==> src/rtl/cclat_pkg.sv <==
// shared types and constants for the cyclic competition lattice step core
package cclat_pkg;

    localparam int unsigned CfgW   = 17;
    localparam int unsigned CoordW = 9;
    localparam int unsigned CountW = 19;
    localparam int unsigned DrawW  = 16;

    localparam logic [CfgW-1:0] MobilityReset    = 17'd39322;
    localparam logic [CfgW-1:0] ReproWidthReset  = 17'd16384;
    localparam logic [CfgW-1:0] PredationReset   = 17'd65536;

    typedef enum logic [1:0] {
        CFG_MOBILITY  = 2'd0,
        CFG_REPRO     = 2'd1,
        CFG_PREDATION = 2'd2
    } t_cfg_idx;

    typedef enum logic [2:0] {
        ACT_NONE      = 3'd0,
        ACT_SWAP      = 3'd1,
        ACT_REPRODUCE = 3'd2,
        ACT_PREDATION = 3'd3,
        ACT_NO_CHANGE = 3'd4
    } t_action;

    typedef enum logic [1:0] {
        DIR_RIGHT = 2'd0,
        DIR_LEFT  = 2'd1,
        DIR_DOWN  = 2'd2,
        DIR_UP    = 2'd3
    } t_dir;

    localparam logic FUNC_WRITE    = 1'b0;
    localparam logic FUNC_INTERACT = 1'b1;

    typedef struct packed {
        logic              func;
        logic [CoordW-1:0] col;
        logic [CoordW-1:0] row;
        logic [1:0]        species;
        logic [1:0]        direction;
        logic [DrawW-1:0]  draw_action;
        logic [DrawW-1:0]  draw_predation;
    } t_in_item;

    typedef struct packed {
        logic [2:0]        action;
        logic [CountW-1:0] count_empty;
        logic [CountW-1:0] count_first;
        logic [CountW-1:0] count_second;
        logic [CountW-1:0] count_third;
    } t_out_item;

    function automatic logic beats(input logic [1:0] a, input logic [1:0] b);
        return (a == 2'd1 && b == 2'd2) || (a == 2'd2 && b == 2'd3) ||
               (a == 2'd3 && b == 2'd1);
    endfunction

endpackage

==> src/rtl/cclat_front.sv <==
// front end: wraps coordinates, computes both cell addresses, queues commands
module cclat_front
    import cclat_pkg::*;
#(
    parameter int unsigned COLS = 512,
    parameter int unsigned ROWS = 512,
    parameter int unsigned CW   = $clog2(COLS),
    parameter int unsigned RW   = $clog2(ROWS),
    parameter int unsigned AW   = CW + RW
) (
    input  logic               i_clk,
    input  logic               i_rst_n,
    input  logic               i_push,
    output logic               o_full,
    input  t_in_item           i_item,
    output logic               o_cmd_valid,
    input  logic               i_cmd_take,
    output logic               o_cmd_func,
    output logic [AW-1:0]      o_cmd_act,
    output logic [AW-1:0]      o_cmd_pas,
    output logic [1:0]         o_cmd_species,
    output logic [DrawW-1:0]   o_cmd_draw_a,
    output logic [DrawW-1:0]   o_cmd_draw_p
);

    localparam int unsigned QW = 1 + 2*AW + 2 + 2*DrawW;

    logic [CW-1:0] w_col, w_ncol;
    logic [RW-1:0] w_row, w_nrow;
    logic [QW-1:0] w_entry;
    logic [QW-1:0] r_q [2];
    logic [QW-1:0] w_head;
    logic          r_wp, r_rp;
    logic [1:0]    r_cnt;
    logic          w_push_ok, w_pop_ok;

    // coordinate wrap: inputs are below 2*size for sizes above 256
    function automatic logic [CW-1:0] wrap_col(input logic [CoordW-1:0] c);
        logic [31:0] v;
        v = 32'(c);
        while (v >= COLS) v = v - COLS;
        return CW'(v);
    endfunction

    function automatic logic [RW-1:0] wrap_row(input logic [CoordW-1:0] r);
        logic [31:0] v;
        v = 32'(r);
        while (v >= ROWS) v = v - ROWS;
        return RW'(v);
    endfunction

    always_comb begin
        w_col  = wrap_col(i_item.col);
        w_row  = wrap_row(i_item.row);
        w_ncol = w_col;
        w_nrow = w_row;
        unique case (t_dir'(i_item.direction))
            DIR_RIGHT: w_ncol = (32'(w_col) == COLS - 1) ? '0 : w_col + CW'(1);
            DIR_LEFT:  w_ncol = (w_col == '0) ? CW'(COLS - 1) : w_col - CW'(1);
            DIR_DOWN:  w_nrow = (32'(w_row) == ROWS - 1) ? '0 : w_row + RW'(1);
            DIR_UP:    w_nrow = (w_row == '0) ? RW'(ROWS - 1) : w_row - RW'(1);
            default:   w_ncol = w_col;
        endcase
    end

    assign w_entry = {i_item.func, w_row, w_col, w_nrow, w_ncol, i_item.species,
                      i_item.draw_action, i_item.draw_predation};

    assign o_full     = (r_cnt == 2'd2);
    assign w_push_ok  = i_push && !o_full;
    assign o_cmd_valid = (r_cnt != 2'd0);
    assign w_pop_ok   = i_cmd_take && o_cmd_valid;
    assign w_head     = r_q[r_rp];

    assign {o_cmd_func, o_cmd_act, o_cmd_pas, o_cmd_species, o_cmd_draw_a,
            o_cmd_draw_p} = w_head;

    always_ff @(posedge i_clk) begin
        if (w_push_ok) begin
            r_q[r_wp] <= w_entry;
        end
        if (!i_rst_n) begin
            r_wp  <= 1'b0;
            r_rp  <= 1'b0;
            r_cnt <= 2'd0;
        end else begin
            if (w_push_ok) r_wp <= ~r_wp;
            if (w_pop_ok)  r_rp <= ~r_rp;
            r_cnt <= r_cnt + 2'(w_push_ok) - 2'(w_pop_ok);
        end
    end

`ifndef SYNTHESIS
    a_no_overflow: assert property (@(posedge i_clk) disable iff (!i_rst_n)
        r_cnt == 2'd2 |-> !w_push_ok) else $error("queue overflow");
    a_cnt_range: assert property (@(posedge i_clk) disable iff (!i_rst_n)
        r_cnt != 2'd3) else $error("queue count out of range");
    a_pop_nonempty: assert property (@(posedge i_clk) disable iff (!i_rst_n)
        w_pop_ok |-> r_cnt != 2'd0) else $error("pop from empty queue");
`endif

endmodule

==> config.mk <==
export PLATFORM = sky130hd
export DESIGN_NAME = cclat_front
export DESIGN_NICKNAME = d
export VERILOG_FILES = /design/src/rtl/cclat_pkg.sv /design/src/rtl/cclat_front.sv
export SDC_FILE = /design/constraint.sdc
export NUM_CORES = 1
export LEC_CHECK = 0
export BUFFER_PORTS_ARGS = -buffer_cell sky130_fd_sc_hd__buf_2
export CAP_MARGIN = 10
export CELL_PAD_IN_SITES_DETAIL_PLACEMENT = 1
export CELL_PAD_IN_SITES_GLOBAL_PLACEMENT = 2
export CORE_MARGIN = 5
export CORE_UTILIZATION = 40
export CTS_CLUSTER_SIZE = 12
export DETAILED_ROUTE_END_ITERATION = 10
export PLACE_DENSITY = 0.81
export SYNTH_ARGS = -nofsm -noshare
export SYNTH_HDL_FRONTEND = slang
export SYNTH_SLANG_ARGS = --single-unit
==> constraint.sdc <==
create_clock -name i_clk -period 10.5 [get_ports i_clk]
set_input_delay 0.525 -clock i_clk [delete_from_list [all_inputs] [get_ports i_clk]]
set_output_delay 0.525 -clock i_clk [all_outputs]
set_load 0.005 [all_outputs]
==> summary.md <==
| Metric | Value |
|---|---|
| Outcome | `finished clean` |
| Initial Util | `40.85%` |
| First DRT Iteration DRCs | `347` |
| Critical path's slowest cell | `dfxtp_4` |
| Synth unique cells | `64` |
| IO Count | `132` |
| Reg clk slew, reported paths | `0.06 ns` |
| Die width | `137.4 um` |
| CP Cell Sequence | `mux2_2 > buf_2` |
| Setup tns final | `0 ns` |
| Primary FF master, synth | `edfxtp_1` |
| Arr. time, crit path | `2.02 ns` |
| Sink Count | `147` |
| ANT nets after route | `0` |
| Max Cap Viol | `0` |
| Rows | `46` |
| Data required time of the critical path | `9.98 ns` |
| CP max stage delay | `0.98 ns` |
| VDD IR max | `0.0001133 V` |
| Vias | `4018` |
| GRT Residual Overflow | `0` |
| Final setup viols | `0` |
| Fmax | `393.7 MHz` |
| Setup Fix Bufs, Post-CTS | `0` |
| Synthesis-to-finish area growth | `22.48%` |
| Netlist Area Pre-Place | `0.006489 mm2` |
| Drt wl/cell | `19.09 um` |
| Startpoint types | `register` |
| Core Region | `0.01589 mm2` |
| Slew @ Worst Pin | `1.024 ns` |
| Initial DRT Pass Iterations | `4` |
| Die height | `137.4 um` |
| Final Max Slew Viols | `0` |
| Layout cell share with drive strength beyond 1 | `45.10%` |
| Util after Layout | `50.03%` |
| Setup Skew | `0.008768 ns` |
| Kind of critical path | `register to output pin` |
| Detailed Route WL | `14860 um` |
| Yosys reg bits | `147` |
| Max clock buf depth | `2` |
| Post-detail-place hpwl | `9892 um` |
| Commonest non-fill, non-tap cell in the layout | `edfxtp_1` |
| Pwr dens | `225.1 mW/mm2` |
| CP Capture Type | `output pin` |
| Initial antenna violation count | `1` |
| DR vias/cell | `5.165` |
| CTS tree | `done` |
| Final Hold Viols | `0` |
| Filler instances | `1657` |
| RSZ-0062 raised after global routing | `false` |
| EDFF count, synth | `142` |
| Syn Area/Cell | `15.52 um2` |
| Routability cong. | `0.8158` |
| DRC violations left | `0` |
| Fin crit share | `24.19%` |
| Largest net degree at the start of global routing | `72` |
| Number of global-route vias before repair | `4163` |
| Minimum clock period | `2.540 ns` |
| Syn nets | `487` |
| Worst min path class | `input pin to register` |
| Final nets | `617` |
| Slew HR | `31.72%` |
| Pleak | `2.957 nW` |
| Die footprint | `0.01887 mm2` |
| First-pass GRT wire length | `22720 um` |
| H-tree levels | `4` |
| Yosys warns | `0` |
| Worst-Skew Late Latency | `0.42 ns` |
| Most frequent cells in the layout | `edfxtp_1, buf_2, mux2_2` |
| Root Buffer | `clkbuf_16` |
| Cts hold-fix bufs | `0` |
| Asr flop ratio synth | `0%` |
| # resized after CTS | `0` |
| Clock buffer count from CTS | `17` |
| Syn Inst Count | `418` |
| GRT Util Overall | `15.99%` |
| Crit path max fanout | `71` |
| Port Buffers | `131` |
| Register area share after synthesis | `67.26%` |
## Yosys cell counts (2+ instances only)
cell	count	area, um2
a211o_1	2	17.52
a21oi_1	6	30.03
a221o_1	2	20.02
a31o_2	2	17.52
a31oi_1	3	18.77
and2_1	4	25.02
and3_1	4	25.02
buf_2	6	30.03
buf_6	3	33.78
clkbuf_1	10	37.54
dfxtp_1	5	100.1
edfxtp_1	142	4264
ha_1	10	125.1
inv_1	12	45.04
mux2_2	71	799.5
mux2i_1	6	60.06
nand2_1	15	56.30
nand2b_1	4	25.02
nand3_1	10	50.05
nand4_1	3	18.77
nor2_1	22	82.58
nor2b_1	5	31.28
nor3_1	2	10.01
nor3_2	2	20.02
nor3b_1	3	22.52
o21ai_0	12	60.06
o221ai_1	3	26.28
o22ai_1	3	18.77
o31a_1	2	17.52
o32ai_1	2	17.52
or2_2	3	18.77
xnor2_1	7	61.31
## kinds of logic (layout without fill, tap and decap cells)
| kind of cell | Yosys count | after routing | share of synthesized area [%] |
|---|---|---|---|
| simple gates | 91 | 91 | 8.273 |
| other cells | 0 | 1 | 0 |
| xor+xnor | 8 | 8 | 1.080 |
| fa+ha+maj | 10 | 10 | 1.928 |
| buf+inv | 33 | 176 | 2.391 |
| compound gates | 52 | 52 | 5.824 |
| flops | 147 | 147 | 67.26 |
| mux | 77 | 77 | 13.25 |
## layer usage
metal	wire (um)	part of all wire (%)	GRT usage, %	vias to the layer above
li1	-	-	-	1885
met1	6503	44	20.38	1999
met2	7377	50	26.89	119
met3	769	5.2	3.652	15
met4	204	1.4	5.543	0
met5	0	0	0	-
## state kept, by name (all words and copies together) (netlist names), named ones only
signal	cells
r_q	142
r_cnt	2
r_rp	1
r_wp	1
## worst max-delay path, delay by kind of cell (launching register included)
family	cells	cell delay [ns]
muxes	1	0.43
buffers and inverters	1	0.14
DFF	1	0.98
## per-stage QoR
step | setup slack [ns] | instances | cell area [um2] | power [W] | hold WS [ns]
after floorplan | 6.415 | 418 | 6489 | 0.001017 | 0.5042
after global placement | 7.949 | 745 | 7328 | 0.001169 | 0.5205
after detailed placement | 7.910 | 745 | 7328 | 0.001183 | 0.5269
after CTS | 7.891 | 777 | 7945 | 0.001820 | 0.2694
after global routing | 7.855 | 778 | 7948 | 0.001878 | 0.2716
final | 7.960 | 778 | 7948 | 0.001789 | 0.2929
## where the power goes
part	switching (W)	leakage, nW	internal, W	total [W]
logic	0.000173	1.29	0.000183	0.000356
registers	0.0000550	1.37	0.000749	0.000804
clock network	0.000248	0.298	0.000380	0.000629
## area by class of cell
type / count / area, um2 / share of cell area [%]
Sequential cell: 147 / 4368 / 54.96
Timing Repair Buffer: 132 / 663.1 / 8.344
Antenna cell: 1 / 2.502 / 0.03149
Tap cell: 216 / 270.3 / 3.401
Multi-Input combinational cell: 238 / 1982 / 24.94
Inverter: 12 / 45.04 / 0.5668
Clock inverter: 15 / 191.4 / 2.409
Clock buffer: 17 / 425.4 / 5.353
## path summary, 6_finish.rpt
kind	start	to	slack, ns	cells after the start
max	register	o_cmd_species[1]	7.96	2
min	i_item[16]	r_q[1][16]$_DFFE_PP_	0.29	1
max reg2reg	r_cnt[0]$_SDFF_PN0_	r_q[0][17]$_DFFE_PP_	8.10	4
min reg2reg	r_rp$_SDFFE_PN0P_	r_rp$_SDFFE_PN0P_	0.54	2
No activity file was read; power rests on OpenSTA's default activity.
